--- src/rtl/core/rfp_pkg.sv ---
`default_nettype none
package rfp_pkg;

  // Result status codes.
  localparam logic [1:0] ST_DATA    = 2'd0;
  localparam logic [1:0] ST_LEN_ERR = 2'd1;
  localparam logic [1:0] ST_HCK_ERR = 2'd2;
  localparam logic [1:0] ST_DCK_ERR = 2'd3;

  // Configuration register indexes (byte address bit 2).
  localparam logic REG_START_BYTE = 1'b0;
  localparam logic REG_MAX_LEN    = 1'b1;

  // Reset values of the configuration registers.
  localparam logic [7:0] START_BYTE_RST = 8'h01;
  localparam logic [7:0] MAX_LEN_RST    = 8'd128;

  // Hard cap on payload length so a run never exceeds 32 words.
  localparam int RUN_CAP = 128;

  // Run request handed from the deframer to the emitter.
  typedef struct packed {
    logic        valid;
    logic [1:0]  status;
    logic [15:0] frame_id;
    logic [15:0] frame_type;
    logic [7:0]  payload_len;
  } rfp_job_t;

endpackage
`default_nettype wire

--- src/rtl/core/rfp_if.sv ---
`default_nettype none
interface rfp_in_if;
  logic       valid;
  logic       ready;
  logic       req_type;
  logic [7:0] rx_byte;

  modport source (output valid, output req_type, output rx_byte, input ready);
  modport sink   (input valid, input req_type, input rx_byte, output ready);
endinterface

interface rfp_out_if;
  logic        valid;
  logic        ready;
  logic [1:0]  status;
  logic [15:0] frame_id;
  logic [15:0] frame_type;
  logic [7:0]  payload_len;
  logic [4:0]  word_index;
  logic [31:0] data_word;
  logic        last;

  modport source (output valid, output status, output frame_id, output frame_type,
                  output payload_len, output word_index, output data_word,
                  output last, input ready);
  modport sink   (input valid, input status, input frame_id, input frame_type,
                  input payload_len, input word_index, input data_word,
                  input last, output ready);
endinterface
`default_nettype wire

--- src/rtl/core/rfp_ram.sv ---
`default_nettype none
module rfp_ram #(
  parameter int WIDTH = 32,
  parameter int DEPTH = 32
) (
  input  wire logic                     clk,
  input  wire logic                     we,
  input  wire logic [$clog2(DEPTH)-1:0] waddr,
  input  wire logic [WIDTH-1:0]         wdata,
  input  wire logic [$clog2(DEPTH)-1:0] raddr,
  output logic      [WIDTH-1:0]         rdata
);

  logic [WIDTH-1:0] mem [DEPTH];

  always_ff @(posedge clk) begin
    if (we) begin
      mem[waddr] <= wdata;
    end
    rdata <= mem[raddr];
  end

endmodule
`default_nettype wire

--- src/rtl/core/rfp_deframer.sv ---
`default_nettype none
module rfp_deframer #(
  parameter int MAX_PAYLOAD = 128,
  parameter int AW          = 5
) (
  input  wire logic            clk,
  input  wire logic            rst_n,
  rfp_in_if.sink               in_chan,
  input  wire logic            eng_idle,
  input  wire logic [7:0]      start_byte,
  input  wire logic [7:0]      max_len,
  output rfp_pkg::rfp_job_t    job,
  output logic                 wr_en,
  output logic [AW-1:0]        wr_addr,
  output logic [31:0]          wr_data
);
  import rfp_pkg::*;

  localparam logic [3:0] PH_WAIT    = 4'd0;
  localparam logic [3:0] PH_ID_HI   = 4'd1;
  localparam logic [3:0] PH_ID_LO   = 4'd2;
  localparam logic [3:0] PH_LEN_HI  = 4'd3;
  localparam logic [3:0] PH_LEN_LO  = 4'd4;
  localparam logic [3:0] PH_TYPE_HI = 4'd5;
  localparam logic [3:0] PH_TYPE_LO = 4'd6;
  localparam logic [3:0] PH_HCK     = 4'd7;
  localparam logic [3:0] PH_DATA    = 4'd8;
  localparam logic [3:0] PH_DCK     = 4'd9;

  localparam int         LEN_CAP  = (MAX_PAYLOAD < RUN_CAP) ? MAX_PAYLOAD : RUN_CAP;
  localparam logic [7:0] LEN_CAP8 = 8'(LEN_CAP);

  logic [3:0]  phase_r, phase_nxt;
  logic [15:0] id_r, id_nxt;
  logic [15:0] len_r, len_nxt;
  logic [15:0] type_r, type_nxt;
  logic [7:0]  hxor_r, hxor_nxt;
  logic [7:0]  pxor_r, pxor_nxt;
  logic [7:0]  cnt_r, cnt_nxt;
  logic [31:0] wacc_r, wacc_nxt;

  logic        accept;
  logic [7:0]  b;
  logic [7:0]  limit;
  logic [15:0] len_full;
  logic [8:0]  cnt_inc;
  logic [4:0]  word_sel;
  logic [31:0] wbase;

  assign in_chan.ready = eng_idle;
  assign accept        = in_chan.valid && in_chan.ready;
  assign b             = in_chan.rx_byte;
  assign limit         = (max_len < LEN_CAP8) ? max_len : LEN_CAP8;
  assign len_full      = {len_r[15:8], b};
  assign cnt_inc       = {1'b0, cnt_r} + 9'd1;
  assign word_sel      = cnt_r[6:2];
  assign wbase         = (cnt_r[1:0] == 2'd0) ? 32'd0 : wacc_r;

  always_comb begin
    phase_nxt = phase_r;
    id_nxt    = id_r;
    len_nxt   = len_r;
    type_nxt  = type_r;
    hxor_nxt  = hxor_r;
    pxor_nxt  = pxor_r;
    cnt_nxt   = cnt_r;
    wacc_nxt  = wacc_r;
    job       = '0;
    wr_en     = 1'b0;
    wr_addr   = word_sel[AW-1:0];
    wr_data   = wacc_r;

    if (accept) begin
      if (in_chan.req_type) begin
        phase_nxt = PH_WAIT;
        id_nxt    = '0;
        len_nxt   = '0;
        type_nxt  = '0;
        hxor_nxt  = '0;
        pxor_nxt  = '0;
        cnt_nxt   = '0;
      end else begin
        unique case (phase_r)
          PH_WAIT: begin
            if (b == start_byte) begin
              id_nxt    = '0;
              len_nxt   = '0;
              type_nxt  = '0;
              pxor_nxt  = '0;
              cnt_nxt   = '0;
              hxor_nxt  = b;
              phase_nxt = PH_ID_HI;
            end
          end
          PH_ID_HI: begin
            id_nxt    = {b, 8'd0};
            hxor_nxt  = hxor_r ^ b;
            phase_nxt = PH_ID_LO;
          end
          PH_ID_LO: begin
            id_nxt    = {id_r[15:8], b};
            hxor_nxt  = hxor_r ^ b;
            phase_nxt = PH_LEN_HI;
          end
          PH_LEN_HI: begin
            len_nxt   = {b, 8'd0};
            hxor_nxt  = hxor_r ^ b;
            phase_nxt = PH_LEN_LO;
          end
          PH_LEN_LO: begin
            len_nxt   = len_full;
            hxor_nxt  = hxor_r ^ b;
            phase_nxt = PH_TYPE_HI;
            if (len_full > {8'd0, limit}) begin
              job.valid  = 1'b1;
              job.status = ST_LEN_ERR;
              phase_nxt  = PH_WAIT;
              id_nxt     = '0;
              len_nxt    = '0;
              type_nxt   = '0;
              hxor_nxt   = '0;
              pxor_nxt   = '0;
              cnt_nxt    = '0;
            end
          end
          PH_TYPE_HI: begin
            type_nxt  = {b, 8'd0};
            hxor_nxt  = hxor_r ^ b;
            phase_nxt = PH_TYPE_LO;
          end
          PH_TYPE_LO: begin
            type_nxt  = {type_r[15:8], b};
            hxor_nxt  = hxor_r ^ b;
            phase_nxt = PH_HCK;
          end
          PH_HCK: begin
            if (b != ~hxor_r) begin
              job.valid  = 1'b1;
              job.status = ST_HCK_ERR;
              phase_nxt  = PH_WAIT;
              id_nxt     = '0;
              len_nxt    = '0;
              type_nxt   = '0;
              hxor_nxt   = '0;
            end else begin
              phase_nxt = (len_r == 16'd0) ? PH_DCK : PH_DATA;
            end
            pxor_nxt = '0;
            cnt_nxt  = '0;
          end
          PH_DATA: begin
            // Bytes are packed little-endian into a word; the word is
            // written when its top lane fills or the payload ends.
            wacc_nxt = wbase;
            case (cnt_r[1:0])
              2'd0:    wacc_nxt[7:0]   = b;
              2'd1:    wacc_nxt[15:8]  = b;
              2'd2:    wacc_nxt[23:16] = b;
              default: wacc_nxt[31:24] = b;
            endcase
            wr_data  = wacc_nxt;
            pxor_nxt = pxor_r ^ b;
            cnt_nxt  = cnt_inc[7:0];
            if ({7'd0, cnt_inc} >= len_r) begin
              phase_nxt = PH_DCK;
              wr_en     = 1'b1;
            end else if (cnt_r[1:0] == 2'd3) begin
              wr_en = 1'b1;
            end
          end
          PH_DCK: begin
            job.valid = 1'b1;
            if (b != ~pxor_r) begin
              job.status = ST_DCK_ERR;
            end else begin
              job.status      = ST_DATA;
              job.frame_id    = id_r;
              job.frame_type  = type_r;
              job.payload_len = len_r[7:0];
            end
            phase_nxt = PH_WAIT;
            id_nxt    = '0;
            len_nxt   = '0;
            type_nxt  = '0;
            hxor_nxt  = '0;
            pxor_nxt  = '0;
            cnt_nxt   = '0;
          end
          default: begin
            phase_nxt = PH_WAIT;
            id_nxt    = '0;
            len_nxt   = '0;
            type_nxt  = '0;
            hxor_nxt  = '0;
            pxor_nxt  = '0;
            cnt_nxt   = '0;
          end
        endcase
      end
    end
  end

  always_ff @(posedge clk) begin
    if (!rst_n) begin
      phase_r <= PH_WAIT;
      id_r    <= '0;
      len_r   <= '0;
      type_r  <= '0;
      hxor_r  <= '0;
      pxor_r  <= '0;
      cnt_r   <= '0;
    end else begin
      phase_r <= phase_nxt;
      id_r    <= id_nxt;
      len_r   <= len_nxt;
      type_r  <= type_nxt;
      hxor_r  <= hxor_nxt;
      pxor_r  <= pxor_nxt;
      cnt_r   <= cnt_nxt;
    end
  end

  always_ff @(posedge clk) begin
    wacc_r <= wacc_nxt;
  end

endmodule
`default_nettype wire

--- src/rtl/core/rfp_emitter.sv ---
`default_nettype none
module rfp_emitter #(
  parameter int AW = 5
) (
  input  wire logic              clk,
  input  wire logic              rst_n,
  input  wire rfp_pkg::rfp_job_t job,
  output logic                   eng_idle,
  output logic [AW-1:0]          rd_addr,
  input  wire logic [31:0]       rd_data,
  rfp_out_if.source              out_chan
);
  import rfp_pkg::*;

  localparam logic [1:0] E_IDLE  = 2'd0;
  localparam logic [1:0] E_FETCH = 2'd1;
  localparam logic [1:0] E_LOAD  = 2'd2;
  localparam logic [1:0] E_SEND  = 2'd3;

  logic [1:0]  st_r, st_nxt;
  logic [4:0]  idx_r, idx_nxt;
  logic [1:0]  status_r, status_nxt;
  logic [15:0] id_r, id_nxt;
  logic [15:0] type_r, type_nxt;
  logic [7:0]  len_r, len_nxt;
  logic [31:0] data_r, data_nxt;
  logic        last_r, last_nxt;

  logic [5:0]  nwords;
  logic [8:0]  len_rnd;

  assign len_rnd  = {1'b0, len_r} + 9'd3;
  assign nwords   = len_rnd[7:2];
  assign eng_idle = (st_r == E_IDLE);
  assign rd_addr  = idx_r[AW-1:0];

  assign out_chan.valid       = (st_r == E_SEND);
  assign out_chan.status      = status_r;
  assign out_chan.frame_id    = id_r;
  assign out_chan.frame_type  = type_r;
  assign out_chan.payload_len = len_r;
  assign out_chan.word_index  = idx_r;
  assign out_chan.data_word   = data_r;
  assign out_chan.last        = last_r;

  always_comb begin
    st_nxt     = st_r;
    idx_nxt    = idx_r;
    status_nxt = status_r;
    id_nxt     = id_r;
    type_nxt   = type_r;
    len_nxt    = len_r;
    data_nxt   = data_r;
    last_nxt   = last_r;

    unique case (st_r)
      E_IDLE: begin
        if (job.valid) begin
          status_nxt = job.status;
          id_nxt     = job.frame_id;
          type_nxt   = job.frame_type;
          len_nxt    = job.payload_len;
          idx_nxt    = '0;
          data_nxt   = '0;
          last_nxt   = 1'b1;
          if (job.status == ST_DATA && job.payload_len != 8'd0) begin
            st_nxt = E_FETCH;
          end else begin
            st_nxt = E_SEND;
          end
        end
      end
      E_FETCH: begin
        st_nxt = E_LOAD;
      end
      E_LOAD: begin
        data_nxt = rd_data;
        last_nxt = ({1'b0, idx_r} + 6'd1 == nwords);
        st_nxt   = E_SEND;
      end
      E_SEND: begin
        if (out_chan.ready) begin
          if (last_r) begin
            st_nxt = E_IDLE;
          end else begin
            idx_nxt = idx_r + 5'd1;
            st_nxt  = E_FETCH;
          end
        end
      end
      default: st_nxt = E_IDLE;
    endcase
  end

  always_ff @(posedge clk) begin
    if (!rst_n) begin
      st_r <= E_IDLE;
    end else begin
      st_r <= st_nxt;
    end
  end

  always_ff @(posedge clk) begin
    idx_r    <= idx_nxt;
    status_r <= status_nxt;
    id_r     <= id_nxt;
    type_r   <= type_nxt;
    len_r    <= len_nxt;
    data_r   <= data_nxt;
    last_r   <= last_nxt;
  end

`ifndef SYNTHESIS
  // A new run may only be handed over while no run is in progress.
  a_job_when_idle: assert property (@(posedge clk) disable iff (!rst_n)
    job.valid |-> st_r == E_IDLE)
    else $error("run request while emitter busy");

  // Error results are single words closing their run.
  a_err_last: assert property (@(posedge clk) disable iff (!rst_n)
    (out_chan.valid && out_chan.status != ST_DATA) |-> out_chan.last)
    else $error("error result without last");

  // After the closing word is taken the emitter returns to idle.
  a_last_idle: assert property (@(posedge clk) disable iff (!rst_n)
    (out_chan.valid && out_chan.ready && out_chan.last) |=> st_r == E_IDLE)
    else $error("emitter did not return to idle after last word");

  // A memory read is only issued for a data run with a payload.
  a_fetch_data: assert property (@(posedge clk) disable iff (!rst_n)
    st_r == E_FETCH |-> (status_r == ST_DATA && len_r != 8'd0))
    else $error("payload fetch for an empty or failed frame");
`endif

endmodule
`default_nettype wire

--- src/rtl/core/radar_frame_parser_top.sv ---
`default_nettype none
// Results: an error or empty-frame result is shown in the cycle after the byte that decides
// it; the first payload word of a good frame is shown after the fetch and load states.
// Throughput: one input byte per cycle inside a frame while the emitter is idle; a good
// frame drains each word via fetch, load and hand-over; input is held off until done.
// Reset: synchronous, active low; parser and registers to defaults, memory not cleared.
module radar_frame_parser_top #(
  parameter int MAX_PAYLOAD = 128
) (
  input  wire logic        clk,
  input  wire logic        rst_n,
  rfp_in_if.sink           in_chan,
  rfp_out_if.source        out_chan,
  input  wire logic        psel,
  input  wire logic        penable,
  input  wire logic        pwrite,
  input  wire logic [2:0]  paddr,
  input  wire logic [31:0] pwdata,
  output logic      [31:0] prdata,
  output logic             pready
);
  import rfp_pkg::*;

  // The payload memory holds one 32-bit word per four payload bytes. Only
  // the first RUN_CAP bytes of a frame can ever be stored, so the memory
  // never needs more than 32 words; it is kept at two words at least.
  localparam int CAP_BYTES = (MAX_PAYLOAD < RUN_CAP) ? MAX_PAYLOAD : RUN_CAP;
  localparam int NWORDS    = (CAP_BYTES + 3) / 4;
  localparam int RAM_WORDS = (NWORDS < 2) ? 2 : NWORDS;
  localparam int AW        = $clog2(RAM_WORDS);

  logic [7:0]  start_byte_r;
  logic [7:0]  max_len_r;
  logic        cfg_wr;

  rfp_job_t    job;
  logic        eng_idle;
  logic        wr_en;
  logic [AW-1:0] wr_addr;
  logic [AW-1:0] rd_addr;
  logic [31:0] wr_data;
  logic [31:0] rd_data;

  // Configuration registers. The port always completes in its access
  // cycle; a write lands at that edge. Bit 2 of the byte address selects
  // the register, so both registers share one 32-bit slot width.
  assign pready = 1'b1;
  assign cfg_wr = psel && penable && pwrite && pready;

  always_ff @(posedge clk) begin
    if (!rst_n) begin
      start_byte_r <= START_BYTE_RST;
      max_len_r    <= MAX_LEN_RST;
    end else if (cfg_wr) begin
      unique case (paddr[2])
        REG_START_BYTE: start_byte_r <= pwdata[7:0];
        REG_MAX_LEN:    max_len_r    <= pwdata[7:0];
        default:        ;
      endcase
    end
  end

  always_comb begin
    unique case (paddr[2])
      REG_START_BYTE: prdata = {24'd0, start_byte_r};
      REG_MAX_LEN:    prdata = {24'd0, max_len_r};
      default:        prdata = '0;
    endcase
  end

  // The deframer walks the header, checks both checksums and packs payload
  // bytes into words that it writes to the memory. Input is held off while
  // the emitter drains a run, so the memory is never written while it is
  // being read back: the write of the final word always lands before the
  // payload checksum byte can start the read-out.
  rfp_deframer #(
    .MAX_PAYLOAD (MAX_PAYLOAD),
    .AW          (AW)
  ) u_deframer (
    .clk        (clk),
    .rst_n      (rst_n),
    .in_chan    (in_chan),
    .eng_idle   (eng_idle),
    .start_byte (start_byte_r),
    .max_len    (max_len_r),
    .job        (job),
    .wr_en      (wr_en),
    .wr_addr    (wr_addr),
    .wr_data    (wr_data)
  );

  rfp_ram #(
    .WIDTH (32),
    .DEPTH (RAM_WORDS)
  ) u_payload_ram (
    .clk   (clk),
    .we    (wr_en),
    .waddr (wr_addr),
    .wdata (wr_data),
    .raddr (rd_addr),
    .rdata (rd_data)
  );

  // The emitter turns a run request into result words: one word for an
  // error or an empty payload, otherwise one word per four payload bytes
  // read back from the memory with a registered read.
  rfp_emitter #(
    .AW (AW)
  ) u_emitter (
    .clk      (clk),
    .rst_n    (rst_n),
    .job      (job),
    .eng_idle (eng_idle),
    .rd_addr  (rd_addr),
    .rd_data  (rd_data),
    .out_chan (out_chan)
  );

endmodule
`default_nettype wire
--- src/flat_wrapper.sv ---
// flat-port wrapper written by rule: the top's interface ports become plain ports
module radar_frame_parser_top_flat import rfp_pkg::*;
#(
  parameter int MAX_PAYLOAD = 128
)
  (clk, rst_n, psel, penable, pwrite, paddr, pwdata, prdata, pready, in_chan_valid, in_chan_req_type, in_chan_rx_byte, in_chan_ready, out_chan_valid, out_chan_status, out_chan_frame_id, out_chan_frame_type, out_chan_payload_len, out_chan_word_index, out_chan_data_word, out_chan_last, out_chan_ready);
  rfp_in_if in_chan_i ();
  rfp_out_if out_chan_i ();
  input  wire logic clk;
  input  wire logic rst_n;
  input  wire logic psel;
  input  wire logic penable;
  input  wire logic pwrite;
  input  wire logic [2:0] paddr;
  input  wire logic [31:0] pwdata;
  output logic      [31:0] prdata;
  output logic pready;
  input wire logic [$bits(in_chan_i.valid)-1:0] in_chan_valid;
  input wire logic [$bits(in_chan_i.req_type)-1:0] in_chan_req_type;
  input wire logic [$bits(in_chan_i.rx_byte)-1:0] in_chan_rx_byte;
  output wire logic [$bits(in_chan_i.ready)-1:0] in_chan_ready;
  output wire logic [$bits(out_chan_i.valid)-1:0] out_chan_valid;
  output wire logic [$bits(out_chan_i.status)-1:0] out_chan_status;
  output wire logic [$bits(out_chan_i.frame_id)-1:0] out_chan_frame_id;
  output wire logic [$bits(out_chan_i.frame_type)-1:0] out_chan_frame_type;
  output wire logic [$bits(out_chan_i.payload_len)-1:0] out_chan_payload_len;
  output wire logic [$bits(out_chan_i.word_index)-1:0] out_chan_word_index;
  output wire logic [$bits(out_chan_i.data_word)-1:0] out_chan_data_word;
  output wire logic [$bits(out_chan_i.last)-1:0] out_chan_last;
  input wire logic [$bits(out_chan_i.ready)-1:0] out_chan_ready;
  assign in_chan_i.valid = in_chan_valid;
  assign in_chan_i.req_type = in_chan_req_type;
  assign in_chan_i.rx_byte = in_chan_rx_byte;
  assign in_chan_ready = in_chan_i.ready;
  assign out_chan_valid = out_chan_i.valid;
  assign out_chan_status = out_chan_i.status;
  assign out_chan_frame_id = out_chan_i.frame_id;
  assign out_chan_frame_type = out_chan_i.frame_type;
  assign out_chan_payload_len = out_chan_i.payload_len;
  assign out_chan_word_index = out_chan_i.word_index;
  assign out_chan_data_word = out_chan_i.data_word;
  assign out_chan_last = out_chan_i.last;
  assign out_chan_i.ready = out_chan_ready;
  radar_frame_parser_top #(.MAX_PAYLOAD(MAX_PAYLOAD)) u_core (.clk(clk), .rst_n(rst_n), .in_chan(in_chan_i), .out_chan(out_chan_i), .psel(psel), .penable(penable), .pwrite(pwrite), .paddr(paddr), .pwdata(pwdata), .prdata(prdata), .pready(pready));
endmodule
--- config.mk ---
export PLATFORM = sky130hd
export DESIGN_NAME = radar_frame_parser_top_flat
export DESIGN_NICKNAME = d
export VERILOG_FILES = /design/src/rtl/core/rfp_pkg.sv /design/src/rtl/core/rfp_if.sv /design/src/rtl/core/rfp_ram.sv /design/src/rtl/core/rfp_deframer.sv /design/src/rtl/core/rfp_emitter.sv /design/src/rtl/core/radar_frame_parser_top.sv /design/src/flat_wrapper.sv
export SDC_FILE = /design/constraint.sdc
export NUM_CORES = 1
export LEC_CHECK = 0
export ABC_AREA = 1
export BUFFER_PORTS_ARGS = -buffer_cell sky130_fd_sc_hd__buf_2
export CAP_MARGIN = 30
export CORE_ASPECT_RATIO = 1.5
export CORE_MARGIN = 1
export CORE_UTILIZATION = 38
export DETAILED_ROUTE_END_ITERATION = 10
export SYNTH_ARGS = -nofsm -noshare
export SYNTH_HDL_FRONTEND = slang
export SYNTH_SLANG_ARGS = --single-unit
--- constraint.sdc ---
create_clock -name clk -period 9.2 [get_ports clk]
set_input_delay 2.3 -clock clk [delete_from_list [all_inputs] [get_ports clk]]
set_output_delay 2.3 -clock clk [all_outputs]
set_load 0.005 [all_outputs]
==> results of run 1 <==
[report_power, final]
part / total (uW) / switching, uW / internal [uW]
Combinational: 4010 / 2880 / 1130
Clock: 4780 / 2090 / 2680
Sequential: 6950 / 145 / 6810
Total: 15700 / 5120 / 10600
[layer usage]
layer	up-vias	wire [um]
li1	15080	-
met4	0	5501
met3	252	8527
met5	-	0
met2	1113	69530
met1	16370	53400
[synth_stat cells (3+ instances only)]
| cell type | n |
|---|---|
| nor2_1 | 838 |
| buf_2 | 43 |
| nand2_4 | 5 |
| buf_1 | 5 |
| nand2_1 | 268 |
| edfxtp_1 | 1104 |
| nand4_1 | 21 |
| nor2_4 | 5 |
| clkbuf_1 | 200 |
| o21ai_1 | 37 |
| nand3_4 | 3 |
| nand3_1 | 121 |
| o21ai_0 | 634 |
| a31oi_1 | 43 |
| xnor2_1 | 11 |
| ha_1 | 25 |
| clkinv_1 | 5 |
| a21oi_1 | 63 |
| inv_2 | 18 |
| o221ai_1 | 184 |
| nor2_2 | 7 |
| buf_4 | 35 |
| a22oi_1 | 10 |
| o22ai_1 | 72 |
| xor2_1 | 20 |
| inv_1 | 150 |
| o211ai_1 | 9 |
| nor3_1 | 4 |
| nand3_2 | 5 |
| nand2_2 | 11 |
| dfxtp_1 | 158 |
[state kept, by name, indices dropped and copies added (netlist names), 4 cells and up]
| name | flops |
|---|---|
| u_core.u_deframer.wacc_r | 32 |
| u_core.start_byte_r | 8 |
| u_core.u_emitter.out_chan.payload_len | 8 |
| u_core.u_deframer.hxor_r | 8 |
| u_core.u_deframer.pxor_r | 8 |
| u_core.u_payload_ram.rdata | 32 |
| u_core.u_emitter.out_chan.frame_id | 16 |
| u_core.u_deframer.len_r | 16 |
| u_core.u_deframer.id_r | 16 |
| u_core.u_deframer.type_r | 16 |
| u_core.u_emitter.out_chan.word_index | 5 |
| u_core.u_emitter.out_chan.frame_type | 16 |
| u_core.u_payload_ram.mem | 1024 |
| u_core.u_emitter.out_chan.data_word | 32 |
| u_core.max_len_r | 8 |
| u_core.u_deframer.cnt_r | 8 |
| u_core.u_deframer.phase_r | 4 |
[how the worst min path moves through the flow]
stage | slack, ns | to
after floorplan | 0.44 | u_core.u_deframer.pxor_r[1]
after global placement | 0.45 | u_core.u_deframer.pxor_r[2]
after detailed placement | 0.45 | u_core.u_deframer.pxor_r[3]
after CTS | 0.46 | u_core.u_deframer.pxor_r[3]
after global routing | 0.48 | u_core.u_deframer.pxor_r[0]
final | 0.46 | u_core.u_deframer.pxor_r[3]
[through the flow]
| stage | setup WS (ns) | hold WS (ns) | cells | power [uW] | cell area, um^2 |
|---|---|---|---|---|---|
| 2_1_floorplan | 4.188 | 0.4355 | 4160 | 9717 | 50490 |
| 3_3_place_gp | 3.537 | 0.4454 | 5792 | 10940 | 52900 |
| 3_5_place_dp | 3.529 | 0.4536 | 5811 | 11080 | 53230 |
| 4_1_cts | 3.951 | 0.4633 | 6019 | 15820 | 56970 |
| 5_1_grt | 3.816 | 0.4850 | 6019 | 16470 | 56970 |
| 6_report | 3.951 | 0.4619 | 6020 | 15740 | 56980 |
[worst reg2reg max path, delay by kind of cell, from the launching register on]
kind / cells / cell delay (ns)
simple gates: 13 / 2.16
fa+ha+maj: 2 / 0.58
flops: 1 / 0.51
xor+xnor: 1 / 0.26
buf+inv: 2 / 0.69
[kinds of logic (layout without fill, tap and decap cells)]
logic type	after synthesis	in the layout
adders and majority gates	25	25
other	2	26
AOI/OAI and AO/OA	1059	1059
DFF	1262	1262
buffers and inverters	460	587
xor gates and xnor gates	31	31
and+or+nand+nor	1298	1298
[final cells by class]
class / count / area [um^2]
diodes: 1 / 2.502
inverters: 175 / 679.4
well taps: 1732 / 2167
multi-input cells: 2438 / 12580
clock inverters: 58 / 589.3
clock buffers: 150 / 3149
flip-flops and latches: 1262 / 36310
fillers: 11980 / 74570
repair buffers: 204 / 1489
==> metrics.cfg, run 1 <==
[outcome]
status = complete, no violations

[cts]
clkTransAtPathRegs_ns = 0.06
hold_buffers = 0
tritoncts = done
cts.sinks = 1262
cts_resized = 0
clockBufferDepth = 3
root_buffer = clkbuf_16
h-tree-depth = 3
numCtsBuffers = 110
postCtsSetupBuffers = 0
clkLatencyLatePin_ns = 0.74

[route]
vias = 32810
drc = 0
detail_route.iter0.violations = 2729
ant_nets = 0
via_per_inst = 5.450
wl_mm = 137.0
dr.pass1.iters = 6
routedWlPerCell_um = 22.75

[global_routing]
grt_pass1_wl_mm = 201.2
grt_max_degree = 218
grt_util_met2 = 0.3604
overflow = 0
antenna_found_initial = 1
met3_usage = 0.03510
grt_pass1_vias = 31850
gr-usage-all-layers = 0.2012
busiest_layer = met2
grt_util_met1 = 0.2357

[critical_path]
critical_path_class = in -> out
slowest_delay_ns = 0.20
r2r-start = u_core.u_deframer.cnt_r[0]
r2r-end = u_core.u_payload_ram.mem[4][10]
ff2ff_path_depth = 18
cp-start-kind = input port
path_depth = 4
cp_slowest_cell = buf_2
rrSetupSlack_ns = 4.61
worstPathMaxFanout = 13
path_cells = buf_2, inv_1, o21ai_0, buf_2
critPathTopFamily = buffers and inverters
startpoint = paddr[2]
required_ns = 6.90
cp_common_cell = buf_2
worstPathArrival_ns = 2.95
crit_path_end_kind = output pin
cp_num_buf_inv = 3
cp-endpoint = prdata[7]

[sta]
maxSlewViolCount = 0
worst_pin_slew_ns = 1.071
setup_tns_ns = 0
final_hold_viol_count = 0
rsz0062_at_grt = false
max_slew_margin = 0.2859
setup_violations = 0
fin_crit_ns = 5.249
period_share = 0.5706
maxClockFrequency_mhz = 190.5
clock_skew_ns = 0.03289

[placement]
place.detailed.hpwl_mm = 72.67
finalWeightedCongestion = 0.8693
port_buffers = 114

[synthesis]
yosysWarnings = 0
synth_seq_cells = 1262
yosysUniqueCellTypes = 46
synthArstFlopShare = 0
synth_top_area_cell = edfxtp_1
synth_xor_area_frac = 0.005386
syn_area_per_cell_um2 = 12.18
yosys.area_share.simple = 0.1063
synth_compound_area_frac = 0.1232
synth_top_family_by_area = compound AO/OA/AOI/OAI gates
ys_seq_area_frac = 0.7204
synth_cells = 4137
synth.area.top_cells = edfxtp_1 66%, o21ai_0 6.3%, dfxtp_1 6.3%
ys.flop_type = edfxtp_1
netlist_area_um2 = 50410
synth_top_area_share = 0.6577
synthMuxAreaShare = 0
synth-edff-count = 1104
yosys.area_share.adder = 0.006205

[floorplanning]
io_pins = 166
num_rows = 163
initial_utilization = 0.3832
coreArea_um2 = 131500
die-area_um2 = 134100
die_width_um = 299.4
die_h_um = 448.1

[pwr]
vdd_drop_max_v = 0.0002407
p_leak_uw = 0.01988
power.density_nw_per_um2 = 276.2

[finish]
post-route-util = 0.4331
area_growth_pct = 13.03
nNetsFinal = 4267
final_cell_mix = 1104 x edfxtp_1, 806 x nor2_1, 604 x o21ai_0, 266 x nand2_1, 184 x o221ai_1
layout_commonest_cell = edfxtp_1
layout-drive-gt1-share = 0.1173

[min_path]
holdPathStages = 2
hold_class = reg -> reg
min-delay-start = u_core.u_deframer.pxor_r[3]

[job]
cap_viol_max_count = 0

Power figures use the tool's default switching activity.
==> run 2, diff against run 1 <==
Clock period 9.2 ns to 4.9 ns, I/O delays scaled along.
==> run 2 against run 1 <==
Compared with the run above:
- utilization increased by 0.27 points
- final cell count rose by 0.48%
- via count grew 1.1%
==> metrics.cfg, run 2 (synthesis gave the netlist of run 1 again) <==
[finish]
regMostFlops = u_core.u_payload_ram.mem
area_growth_pct = 13.74
instances_no_fill = 6049
final_cell_mix = 1104 x edfxtp_1, 806 x nor2_1, 604 x o21ai_0, 266 x nand2_1, 184 x o221ai_1
nNetsFinal = 4295
post-route-util = 0.4359
layout_commonest_cell = edfxtp_1
fillerInstances = 11850
layout-drive-gt1-share = 0.1209
largest_reg_flops = 1024

[placement]
port_buffers = 114
place_inst = 5836
finalWeightedCongestion = 0.8600
place.detailed.hpwl_mm = 76.05

[sta]
maxClockFrequency_mhz = 257.5
hold_ws_ns = 0.4605
max_slew_margin = 0.3167
maxSlewViolCount = 0
setup_tns_ns = 0
rsz0062_at_grt = false
final_hold_viol_count = 0
clock_skew_ns = 0.03125
setup_violations = 0
period_share = 0.7925
fin_crit_ns = 3.883
worst_pin_slew_ns = 1.022

[critical_path]
crit_path_end_kind = flip-flop
slowest_delay_ns = 0.48
critPathTopFamily = simple AND/OR/NAND/NOR gates
worstPathArrival_ns = 4.27
cp_num_buf_inv = 2
critical_path_class = reg -> reg
cp_slowest_cell = nor2_4
path_cells = ha_1, nand3_1, nor2_1, nand2_1, xor2_1, inv_1, ha_1, nand2_1, nor2_1, nand2_1, nand2_1, nand2_1, nand3_1, nand2_1, nand2_2, nand3_2, nor2_4, buf_12
worstPathMaxFanout = 25
required_ns = 5.29
cp-start-kind = flip-flop
cp_common_cell = nand2_1

[global_routing]
grt_pass1_vias = 32310
grt_pass1_wl_mm = 205.3
antenna_found_initial = 0
overflow = 0
grt_max_degree = 177
gr-usage-all-layers = 0.2052

[cts]
hold_buffers = 0
numCtsBuffers = 112
clkTransAtPathRegs_ns = 0.06
postCtsSetupBuffers = 0
h-tree-depth = 3
cts.sinks = 1262
cts_resized = 0
clkLatencyLatePin_ns = 0.73
root_buffer = clkbuf_16
clockBufferDepth = 3
tritoncts = done

[route]
dr.pass1.iters = 7
via_per_inst = 5.481
drc = 0
vias = 33160
ant_nets = 0
detail_route.iter0.violations = 2912
wl_mm = 140.1
routedWlPerCell_um = 23.16

[floorplanning]
initial_utilization = 0.3832
io_pins = 166
num_rows = 163
die-area_um2 = 134100
die_h_um = 448.1
die_width_um = 299.4
coreArea_um2 = 131500

[outcome]
status = complete, no violations

[pwr]
power.density_nw_per_um2 = 515.9
vdd_drop_max_v = 0.0004410
p_leak_uw = 0.02003
p_total_uw = 29580

[min_path]
hold_class = reg -> reg

[job]
cap_viol_max_count = 0

## run 2: cell types whose count changed in the layout (fill, tap and decap cells not counted), sizes merged
| cell | change |
|---|---|
| clkinv | +7 |
| bufinv | +2 |
| clkinvlp | -2 |
| inv | -1 |
| clkbuf | -3 |
| buf | +26 |
## run 2: worst paths after layout
| kind | to | from | depth (start not counted) | slack [ns] |
|---|---|---|---|---|
| hold reg to reg | u_core.u_deframer.wacc_r[2] | u_core.u_deframer.wacc_r[2] | 2 | 0.46 |
| setup reg to reg | u_core.u_payload_ram.mem[28][11] | u_core.u_deframer.cnt_r[0] | 18 | 1.02 |
| setup / recovery | u_core.u_payload_ram.mem[28][11] | u_core.u_deframer.cnt_r[0] | 18 | 1.02 |
| hold / removal | u_core.u_deframer.wacc_r[2] | u_core.u_deframer.wacc_r[2] | 2 | 0.46 |
## run 2: cell type report
class / instances / area [um^2] / area share
Sequential cell: 1262 / 36310 / 0.6334
Multi-Input combinational cell: 2438 / 12580 / 0.2195
Clock buffer: 147 / 3017 / 0.05261
Tap cell: 1732 / 2167 / 0.03780
Timing Repair Buffer: 230 / 1879 / 0.03278
Clock inverter: 64 / 688.2 / 0.01200
Inverter: 175 / 681.9 / 0.01189
Antenna cell: 1 / 2.502 / 0.00004365
## run 2: worst reg2reg max path, stage by stage (launching register included)
cell and delay, ns:
dfxtp_1 0.45, ha_1 0.28, nand3_1 0.18, nor2_1 0.13
nand2_1 0.07, xor2_1 0.18, inv_1 0.07, ha_1 0.27
nand2_1 0.06, nor2_1 0.17, nand2_1 0.08, nand2_1 0.05
nand2_1 0.06, nand3_1 0.08, nand2_1 0.07, nand2_2 0.12
nand3_2 0.41, nor2_4 0.49, buf_12 0.31
## run 2: per-layer routing
layer,GRT usage,share of wire,vias to the layer above
li1,-,-,15130
met1,0.2394,0.38,16620
met2,0.3747,0.52,1175
met3,0.03026,0.060,230
met4,0.08431,0.040,0
met5,0,0,-
## run 2: power breakdown
part / switching (uW) / total [uW] / internal (uW) / leakage (uW)
logic: 5460 / 7580 / 2120 / 0.00606
registers: 289 / 13100 / 12800 / 0.0122
clock network: 3940 / 8930 / 4990 / 0.00179
## run 2: metrics by stage
step	instance area (um^2)	worst slack (ns)
floorplan	50490	0.9629
global placement	53530	0.8194
detailed placement	53610	0.7527
CTS	57320	0.9867
global route	57330	0.7852
finish	57340	1.017
